--- config.mk ---
export PLATFORM = sky130hd
export DESIGN_NAME = spq_cell
export DESIGN_NICKNAME = d
export VERILOG_FILES = /design/src/rtl/core/spq_pkg.sv /design/src/rtl/core/spq_cell.sv
export SDC_FILE = /design/constraint.sdc
export NUM_CORES = 1
export LEC_CHECK = 0
export BUFFER_PORTS_ARGS = -buffer_cell sky130_fd_sc_hd__buf_2
export CAP_MARGIN = 20
export CORE_MARGIN = 10
export CORE_UTILIZATION = 40
export DETAILED_ROUTE_END_ITERATION = 8
export GPL_ROUTABILITY_DRIVEN = 1
export HOLD_SLACK_MARGIN = 0.02
export PLACE_DENSITY = 0.77
export SYNTH_ARGS = -nofsm -noshare
export SYNTH_HDL_FRONTEND = slang
export SYNTH_SLANG_ARGS = --single-unit
--- constraint.sdc ---
create_clock -name clk -period 11.8 [get_ports clk]
set_input_delay 0.59 -clock clk [delete_from_list [all_inputs] [get_ports clk]]
set_output_delay 0.59 -clock clk [all_outputs]
set_load 0.02 [all_outputs]
--- src/rtl/core/spq_pkg.sv ---
// Shared types and constants for the sorted priority queue.
// Used by spq_cell, sorted_priority_queue_top and spq_checker; no dependencies.
`timescale 1ns / 1ps

package spq_pkg;

  localparam int VAL_W   = 32;
  localparam int PRI_W   = 8;
  localparam int CAP_W   = 7;
  localparam int CNT_O_W = 7;

  localparam logic [CAP_W-1:0] CAP_RESET = 7'd64;

  localparam logic [1:0] ST_INSERTED  = 2'd0;
  localparam logic [1:0] ST_REMOVED   = 2'd1;
  localparam logic [1:0] ST_OVERFLOW  = 2'd2;
  localparam logic [1:0] ST_UNDERFLOW = 2'd3;

  // Command broadcast to every cell of the row in the cycle an item is accepted.
  typedef struct packed {
    logic             ins;
    logic             rem;
    logic [VAL_W-1:0] value;
    logic [PRI_W-1:0] prio;
  } cmd_t;

endpackage

--- src/rtl/core/spq_cell.sv ---
// One storage cell of the sorted queue row: holds one (value, priority) entry.
// Depends on spq_pkg for the command struct and field widths.
`timescale 1ns / 1ps

module spq_cell import spq_pkg::*; #(
  parameter int IDX = 0,
  parameter int CW  = 7
) (
  input  logic             clk,
  input  cmd_t             cmd,
  input  logic [CW-1:0]    count,
  input  logic [VAL_W-1:0] left_value,
  input  logic [PRI_W-1:0] left_prio,
  input  logic             left_gt,
  input  logic [VAL_W-1:0] right_value,
  input  logic [PRI_W-1:0] right_prio,
  output logic [VAL_W-1:0] value,
  output logic [PRI_W-1:0] prio,
  output logic             gt
);

  logic occ;
  logic is_tail;

  // The cell is occupied when its position lies below the held count.
  assign occ     = count > CW'(IDX);
  assign is_tail = count == CW'(IDX);
  // Strictly greater priority: this entry must move back for the new one.
  assign gt      = occ && (prio > cmd.prio);

  always_ff @(posedge clk) begin
    if (cmd.ins) begin
      if (left_gt) begin
        value <= left_value;
        prio  <= left_prio;
      end else if (gt || is_tail) begin
        value <= cmd.value;
        prio  <= cmd.prio;
      end
    end else if (cmd.rem) begin
      value <= right_value;
      prio  <= right_prio;
    end
  end

endmodule

==> out/results.tsv, run 1 <==
stage	metric	value	unit
pwr	total_power	0.000392	W
cts	cts_hold_buffers	0	
yosys	synthFlopType	edfxtp_1	
grt	grt_pass1_wl	10.1	mm
timing	setup-violations-final	0	
yosys	syn_nets	349	
setup_path	worstSetupStartpointType	input port	
floorplan	core	5510	um2
floorplan	die_area	9070	um2
yosys	ys_seq_elements	40	
pwr	total_leakage_power	1.64	nW
finish	area_growth	45.7	%
placement	postPlaceCellArea	3190	um2
outcome	outcome	complete, no violations	
yosys	synth_area_leaders	edfxtp_1 53%, mux2i_1 18%, a21oi_1 9.3%	
timing	fin_crit_sh	23.5	%
yosys	avgSynthCellArea	10.8	um2
cts	clock_path_buffers	2	
finish	n_antenna_cell	0	
job	drv_cap	0	
floorplan	die_w	95.2	um
cts	cts_buffers	5	
yosys	yosys.area.top_type	edfxtp_1	
finish	instances_no_fill	450	
cts	cts_tree	done	
setup_path	worstSetupPathType	in2out	
routing	drtIter0Drc	53	
placement	place_inst	442	
setup_path	cp_data_arrival_time	2.18	ns
yosys	synth_common_cells	44 x nor2_1, 42 x a21oi_1, 40 x edfxtp_1, 40 x mux2i_1, 9 x inv_1	
floorplan	io_pins	172	
pwr	power.density	119	nW/um2
cts	htreeDepth	2	
placement	place_hpwl	5.68	mm
setup_path	crit_required	11.21	ns
timing	max_slew_margin	50.7	%
cts	cts_resized	0	
routing	vias	2087	
timing	final.min_clock_period	2.77	ns
timing	setup_slack	9.03	ns
setup_path	cp-end-kind	output pin	
finish	postLayoutCellArea	3300	um2
finish	final_nets	516	
routing	wl_per_cell	15.3	um
cts	cts.sink_count	40	
yosys	async_flop_share	0	%
yosys	synthDistinctLibCells	20	
routing	drt-pass1-iter-count	4	
cts	post_cts_buffers	0	
placement	dp_slack	9.01	ns
grt	grt_max_degree	83	
routing	route.detailed.drc	0	
timing	grt_setup_unrepaired	false	
routing	ant_nets	0	
cts	clk_pin_slew_worst_paths	0.08	ns
floorplan	die_y	95.2	um
cts	clock_latency	0.29	ns
cts	cts-root-buf	clkbuf_8	
grt	grt_overflow_total	0	
yosys	synth_edf_count	40	
setup_path	crit_fanout	3	
floorplan	start_util	41.1	%
placement	io_buffer_count	171	
yosys	synth_seq_area_share	53.0	%
finish	layout-drive-gt1-share	48.7	%
grt	grt_pass1_vias	2132	
timing	worst_pin_slew	0.730	ns
timing	finalClockSkew	0.00510	ns
grt	grt_usage	13.9	%
floorplan	rows	27	
timing	clock.fmax	0.360	GHz
yosys	synthesis.area	2260	um2
setup_path	reg2reg_slack	9.39	ns
timing	hold_viol_final	0	
min_path	hold_path_class	in2reg	
routing	drt-total-wl	6.89	mm
placement	place_congestion	0.879	
grt	antenna_found_initial	0	
routing	routed_via_density	4.64	
timing	setup_tns	0	ns
yosys	yosysWarnings	0	
timing	slew_viol_final	0	
yosys	netlist_instances	210	
pwr	ir_drop	0.0710	mV
yosys	synth.most_common_cell	nor2_1	
yosys	synth_top_area_share	53.0	%
flip-flops by register name, indices dropped and copies added (netlist names):
signal	flops
prio	8
value	32
cells by family after synthesis:
logic type | count (synthesis) | share of synthesized area [%]
compound gates | 46 | 10.5
fa+ha+maj | 8 | 4.42
buf+inv | 23 | 4.14
flops | 40 | 53.0
mux | 40 | 17.7
simple gates | 53 | 10.2
layer usage:
layer | vias to the layer above | global-route usage [%] | share of wire, %
li1 | 1097 | - | -
met1 | 892 | 14.7 | 37
met2 | 92 | 25.2 | 52
met3 | 6 | 5.18 | 10
met4 | 0 | 3.74 | 0.86
met5 | - | 0 | 0
cell usage in the layout, fill, tap and decap left out:
master / n
a21oi_1: 42
o41ai_1: 1
nor2_1: 44
ha_1: 8
a211oi_1: 1
a31oi_4: 1
nor4_4: 1
bufinv_16: 1
clkinv_1: 1
clkbuf_8: 5
o21ai_0: 1
buf_4: 3
nand4_1: 1
clkinv_4: 1
nand2_1: 4
or3_1: 1
inv_1: 9
buf_2: 171
edfxtp_1: 40
nand2b_1: 1
mux2i_1: 40
or4_4: 1
where the power goes:
group / switching [W] / leakage [nW] / internal, W
Clock: 0.0000476 / 0.0558 / 0.0000626
Combinational: 0.0000594 / 1.19 / 0.0000419
Sequential: 0.00000438 / 0.393 / 0.000176
Total: 0.000111 / 1.64 / 0.000281
through the flow:
stage                     utilization (%)  hold WS, ns
final                                59.9        0.621
after global routing                 59.9        0.618
after CTS                            59.9        0.613
after detailed placement             57.9        0.918
after global placement               57.9        0.913
after floorplan                         -        0.816
final timing paths:
path                  startpoint   endpoint  depth (start not counted)
setup reg to reg         prio[7]  value[31]                          6
setup / recovery          cmd[7]         gt                          8
hold / removal    right_value[9]   value[9]                          3
hold reg to reg          prio[7]  value[27]                          4
final cells by class:
class / instances / area, um2
well taps: 72 / 90.1
inverters: 9 / 33.8
clock inverters: 3 / 42.5
repair buffers: 174 / 878
flip-flops and latches: 40 / 1200
multi-input cells: 147 / 985
fillers: 483 / 2210
clock buffers: 5 / 68.8
worst max-delay path, stage by stage:
cell      delay [ns]
buf_2           0.09
inv_1           0.04
ha_1            0.31
nand4_1         0.14
a211oi_1        0.06
o41ai_1         0.70
nor2_1          0.07
buf_2           0.18
No activity file was read; power rests on OpenSTA's default activity.
==> inputs of run 2 (changes only) <==
- clock period: 11.8 -> 2.75 ns (I/O delays scaled with it)
==> out/results.tsv, run 2 (synthesized netlist as in run 1, its figures left out) <==
stage	metric	value	unit	change
timing	grt_setup_unrepaired	false		unchanged
finish	largest_registers	value x32, prio x8		unchanged
timing	finalClockSkew	0.00538	ns	was 0.00510 ns
job	drv_cap	0		unchanged
cts	cts_buffers	5		unchanged
finish	final_core_utilization	59.9	%	about the same
grt	grt_overflow_total	0		unchanged
grt	grt_pass1_vias	2189		was 2132
timing	hold_viol_final	0		unchanged
timing	worst_pin_slew	0.652	ns	was 0.730 ns
finish	layout-drive-gt1-share	48.5	%	was 48.7%
routing	drt-total-wl	7.11	mm	was 6.89 mm
routing	route.detailed.drc	0		unchanged
placement	place_congestion	0.772		was 0.879
floorplan	start_util	41.1	%	unchanged
timing	max_slew_margin	56.5	%	was 50.7%
setup_path	cp_slowest_cell	a31oi_4		was o41ai_1
setup_path	cp_data_arrival_time	2.39	ns	was 2.18 ns
routing	wl_per_cell	15.8	um	was 15.3 um
timing	setup_slack	0.357	ns	was 9.03 ns
pwr	net-switching-power	0.000463	W	was 0.000111 W
pwr	total_power	0.00158	W	was 0.000392 W
pwr	p_int	0.00112	W	was 0.000281 W
cts	cts.sink_count	40		unchanged
timing	clock.fmax	0.418	GHz	
grt	grt_pass1_wl	10.3	mm	was 10.1 mm
grt	grt_max_degree	66		was 83
placement	dp_slack	0.108	ns	was 9.01 ns
finish	n_antenna_cell	0		unchanged
finish	area_growth	45.7	%	about the same
setup_path	reg2reg_slack	0.36	ns	was 9.39 ns
pwr	pwr-share-clk	22.8	%	was 28.1%
cts	clk_pin_slew_worst_paths	0.07	ns	was 0.08 ns
floorplan	core	5510	um2	unchanged
placement	io_buffer_count	171		unchanged
finish	final_common_cell	buf_2		unchanged
pwr	comb_power_share	28.3	%	was 25.8%
setup_path	crit_required	2.74	ns	was 11.21 ns
pwr	switching_share	29.3	%	was 28.4%
floorplan	die_area	9070	um2	unchanged
timing	final.min_clock_period	2.39	ns	
setup_path	critPathTopFamily	compound AO/OA/AOI/OAI gates		unchanged
routing	vias	2153		was 2087
finish	regMostFlops	value		unchanged
finish	final_nets	517		was 516
pwr	total_leakage_power	1.64	nW	about the same
routing	drt-pass1-iter-count	4		unchanged
grt	grt_usage	14.3	%	was 13.9%
setup_path	cp_slowest_stage_delay	0.48	ns	was 0.70 ns
cts	htreeDepth	2		unchanged
finish	layout.cells.most_common_list	171 x buf_2, 44 x nor2_1, 42 x a21oi_1, 40 x mux2i_1, 40 x edfxtp_1		unchanged
timing	fin_crit_sh	87.0	%	
routing	ant_nets	0		unchanged
pwr	power.density	479	nW/um2	was 119 nW/um2
setup_path	worstSetupStartpointType	register		was input port
setup_path	worstSetupPathType	reg2reg		was in2out
floorplan	die_y	95.2	um	unchanged
setup_path	crit_chain	ha_1 > nand4_1 > a211oi_1 > o41ai_2 > a31oi_4 > buf_12		was buf_2 > inv_1 > ha_1 > nand4_1 > a211oi_1 > o41ai_1 > nor2_1 > buf_2
pwr	pwr-share-seq	48.9	%	was 46.0%
cts	clock_path_buffers	2		unchanged
outcome	outcome	complete, no violations		unchanged
cts	cts-root-buf	clkbuf_8		unchanged
setup_path	cp-end-kind	register		was output pin
routing	routed_via_density	4.77		was 4.64
routing	drtIter0Drc	72		was 53
timing	setup_tns	0	ns	unchanged
cts	clock_latency	0.28	ns	was 0.29 ns
finish	largest_register_ffs	32		unchanged
cts	cts_tree	done		unchanged
grt	antenna_found_initial	0		unchanged
setup_path	cp_num_buf_inv	1		was 3
floorplan	rows	27		unchanged
setup_path	crit_fanout	20		was 3
min_path	hold_path_class	in2reg		unchanged
timing	setup-violations-final	0		unchanged
floorplan	die_w	95.2	um	unchanged
placement	place_hpwl	5.82	mm	was 5.68 mm
timing	slew_viol_final	0		unchanged
pwr	ir_drop	0.253	mV	was 0.0710 mV
floorplan	io_pins	172		unchanged
timing	hold_ws	0.169	ns	was 0.621 ns
## run 2: changes by cell type in the layout (fill, tap and decap cells not counted)
cell and delta:
buf_4 -1, bufinv_16 -1, o41ai_1 -1, o41ai_2 +1
clkbuf_1 +2, clkinv_4 -1, buf_12 +1, a31oi_2 +1
## run 2: path summary, 6_finish.rpt
check,start,endpoint,cells past startpoint
worst max register to register,prio[7],value[23],6
worst min-delay path,right_value[31],value[31],3
worst max-delay path,prio[7],value[23],6
worst min register to register,prio[7],value[0],3
## run 2: what timing repair did
action / CTS / global route
resized for setup: 0 / 1
setup endpoints to repair: 0 / 20
hold endpoints to repair: 0 / 0
hold buffers: 0 / 0
setup buffers: 0 / 0
## run 2: layout make-up
cell class | instances | area (um2)
fillers | 477 | 2210
well taps | 72 | 90.1
flip-flops and latches | 40 | 1200
multi-input cells | 148 | 1000
inverters | 9 | 33.8
clock buffers | 7 | 76.3
repair buffers | 174 | 891
clock inverters | 1 | 3.75
## run 2: power by group through the flow
stage / clock network (W) / registers (W) / logic (W)
after global placement: 0 / 0.000782 / 0.000438
after floorplan: 0 / 0.000874 / 0.000158
after CTS: 0.000378 / 0.000773 / 0.000448
final: 0.000360 / 0.000773 / 0.000448
after detailed placement: 0 / 0.000787 / 0.000447
after global routing: 0.000397 / 0.000780 / 0.000492
## run 2: layer usage
layer	track usage, %	part of all wire, %
met2	25.5	53
met3	5.89	11
met4	4.49	1.4
met1	14.9	35
met5	0	0
## run 2: through the flow
step	std cells	area (um2)
after floorplan	210	2280
after global placement	442	3200
after detailed placement	442	3200
after CTS	450	3280
after global routing	451	3300
final	451	3300
## run 2: tightest hold or removal path: cells and delay by family
family	cells	cell delay, ns
buffers and inverters	1	0.07
and+or+nand+nor	1	0.03
AOI/OAI and AO/OA	1	0.09
==> inputs of run 3 (changes only) <==
- CELL_PAD_IN_SITES_DETAIL_PLACEMENT: unset -> 1
- CELL_PAD_IN_SITES_GLOBAL_PLACEMENT: unset -> 2
- CORE_UTILIZATION: 40 -> 22
- PLACE_DENSITY: 0.77 -> 0.78
==> out/results.tsv, run 3 (synthesized netlist as in run 1, its figures left out) <==
stage	metric	value	unit	change
pwr	net-switching-power	0.000476	W	was 0.000463 W
timing	finalClockSkew	0.00482	ns	was 0.00538 ns
pwr	switching_share	29.9	%	was 29.3%
pwr	ir_drop	0.180	mV	was 0.253 mV
cts	clk_pin_slew_worst_paths	0.08	ns	was 0.07 ns
cts	post_cts_buffers	0		unchanged
finish	largest_register_ffs	32		unchanged
timing	hold_viol_final	0		unchanged
grt	grt_max_degree	69		was 66
cts	cts_resized	0		unchanged
cts	htreeDepth	2		unchanged
job	drv_cap	0		unchanged
cts	cts_buffers	5		unchanged
grt	grt_overflow_total	0		unchanged
setup_path	cp-end-kind	register		unchanged
routing	drtIter0Drc	64		was 72
placement	place_hpwl	7.21	mm	was 5.82 mm
timing	final.min_clock_period	2.30	ns	was 2.39 ns
cts	clock_latency	0.28	ns	about the same
floorplan	rows	36		was 27
grt	grt_usage	10.9	%	was 14.3%
routing	drt-total-wl	8.43	mm	was 7.11 mm
finish	regMostFlops	value		unchanged
pwr	total_leakage_power	1.63	nW	was 1.64 nW
floorplan	start_util	22.9	%	was 41.1%
grt	antenna_found_initial	0		unchanged
setup_path	worstSetupStartpointType	register		unchanged
grt	grt_pass1_vias	2490		was 2189
timing	hold_ws	0.172	ns	was 0.169 ns
finish	final_common_cell	buf_2		unchanged
pwr	comb_power_share	28.2	%	was 28.3%
timing	clock.fmax	0.436	GHz	was 0.418 GHz
routing	route.detailed.drc	0		unchanged
min_path	hold_path_class	in2reg		unchanged
cts	cts-root-buf	clkbuf_8		unchanged
pwr	pwr-share-seq	48.6	%	was 48.9%
setup_path	crit_chain	ha_1 > nand4_1 > a211oi_1 > o41ai_1 > a31oi_4 > buf_4		was ha_1 > nand4_1 > a211oi_1 > o41ai_2 > a31oi_4 > buf_12
pwr	total_power	0.00159	W	was 0.00158 W
setup_path	cp_num_buf_inv	1		unchanged
finish	layout-drive-gt1-share	48.4	%	was 48.5%
finish	final_nets	518		was 517
setup_path	critPathTopFamily	compound AO/OA/AOI/OAI gates		unchanged
timing	slew_viol_final	0		unchanged
routing	ant_nets	0		unchanged
placement	io_buffer_count	171		unchanged
cts	clock_path_buffers	2		unchanged
pwr	p_int	0.00111	W	was 0.00112 W
setup_path	cp_slowest_cell	o41ai_1		was a31oi_4
grt	grt_pass1_wl	12.8	mm	was 10.3 mm
timing	grt_setup_unrepaired	false		unchanged
timing	max_slew_margin	51.2	%	was 56.5%
placement	place_congestion	0.748		was 0.772
setup_path	cp_slowest_stage_delay	0.69	ns	was 0.48 ns
cts	cts_tree	done		unchanged
floorplan	die_y	121	um	was 95.2 um
timing	worst_pin_slew	0.723	ns	was 0.652 ns
timing	setup_tns	0	ns	unchanged
floorplan	io_pins	172		unchanged
cts	cts_hold_buffers	0		unchanged
floorplan	core	9910	um2	was 5510 um2
setup_path	worstSetupPathType	reg2reg		unchanged
outcome	outcome	complete, no violations		unchanged
setup_path	crit_fanout	21		was 20
timing	fin_crit_sh	83.5	%	was 87.0%
pwr	pwr-share-clk	23.2	%	was 22.8%
finish	area_growth	48.5	%	was 45.7%
setup_path	crit_required	2.77	ns	was 2.74 ns
routing	vias	2185		was 2153
setup_path	cp_data_arrival_time	2.31	ns	was 2.39 ns
routing	routed_via_density	4.25		was 4.77
finish	layout.cells.most_common_list	171 x buf_2, 44 x nor2_1, 42 x a21oi_1, 40 x mux2i_1, 40 x edfxtp_1		unchanged
finish	largest_registers	value x32, prio x8		unchanged
timing	setup-violations-final	0		unchanged
pwr	power.density	473	nW/um2	was 479 nW/um2
floorplan	die_area	14800	um2	was 9070 um2
routing	wl_per_cell	16.4	um	was 15.8 um
routing	drt-pass1-iter-count	4		unchanged
floorplan	die_w	121	um	was 95.2 um
cts	cts.sink_count	40		unchanged
[run 3: changes by cell type in the layout (fill, tap and decap cells not counted), sizes merged]
cell,previous run,this run
a31oi,2,1
buf,174,176
diode,0,1
[run 3: final timing paths]
path,from,end,slack (ns),cells after the start
worst min-delay path,right_value[22],value[22],0.17,3
worst max register to register,prio[7],value[17],0.45,6
worst max-delay path,prio[7],value[17],0.45,6
worst min register to register,prio[7],prio[4],1.28,4
[run 3: area by class of cell]
type	count	area, um2
Tap cell	133	166
Antenna cell	1	2.50
Sequential cell	40	1200
Inverter	9	33.8
Timing Repair Buffer	176	893
Clock inverter	1	3.75
Clock buffer	7	76.3
Multi-Input combinational cell	147	985
Fill cell	1218	6550
[run 3: metrics by stage]
stage	worst slack, ns	instance area, um2	instances	util [%]
after floorplan	0.280	2280	210	-
after global placement	0.527	3280	505	33.1
after detailed placement	0.429	3280	505	33.1
after CTS	0.407	3360	513	33.9
after global routing	0.276	3360	513	33.9
final	0.454	3360	514	33.9
[run 3: metal layers]
| layer | track usage [%] | wire length (um) | vias to the layer above |
|---|---|---|---|
| met4 | 2.91 | 70 | 0 |
| met1 | 10.6 | 3150 | 994 |
| met3 | 4.09 | 693 | 4 |
| met2 | 20.7 | 4520 | 89 |
| li1 | - | - | 1098 |
| met5 | 0 | 0 | - |
[run 3: worst reg2reg max path, stage by stage (launching register included)]
cell and delay (ns):
edfxtp_1 0.39, ha_1 0.32, nand4_1 0.14, a211oi_1 0.06, o41ai_1 0.69, a31oi_4 0.16
buf_4 0.26
[run 3: power groups by stage]
stage / sequential (W) / combinational [W] / clock [W]
6_report: 0.000773 / 0.000449 / 0.000369
5_1_grt: 0.000780 / 0.000499 / 0.000411
4_1_cts: 0.000775 / 0.000463 / 0.000387
3_5_place_dp: 0.000787 / 0.000462 / 0
3_3_place_gp: 0.000782 / 0.000451 / 0
2_1_floorplan: 0.000874 / 0.000158 / 0
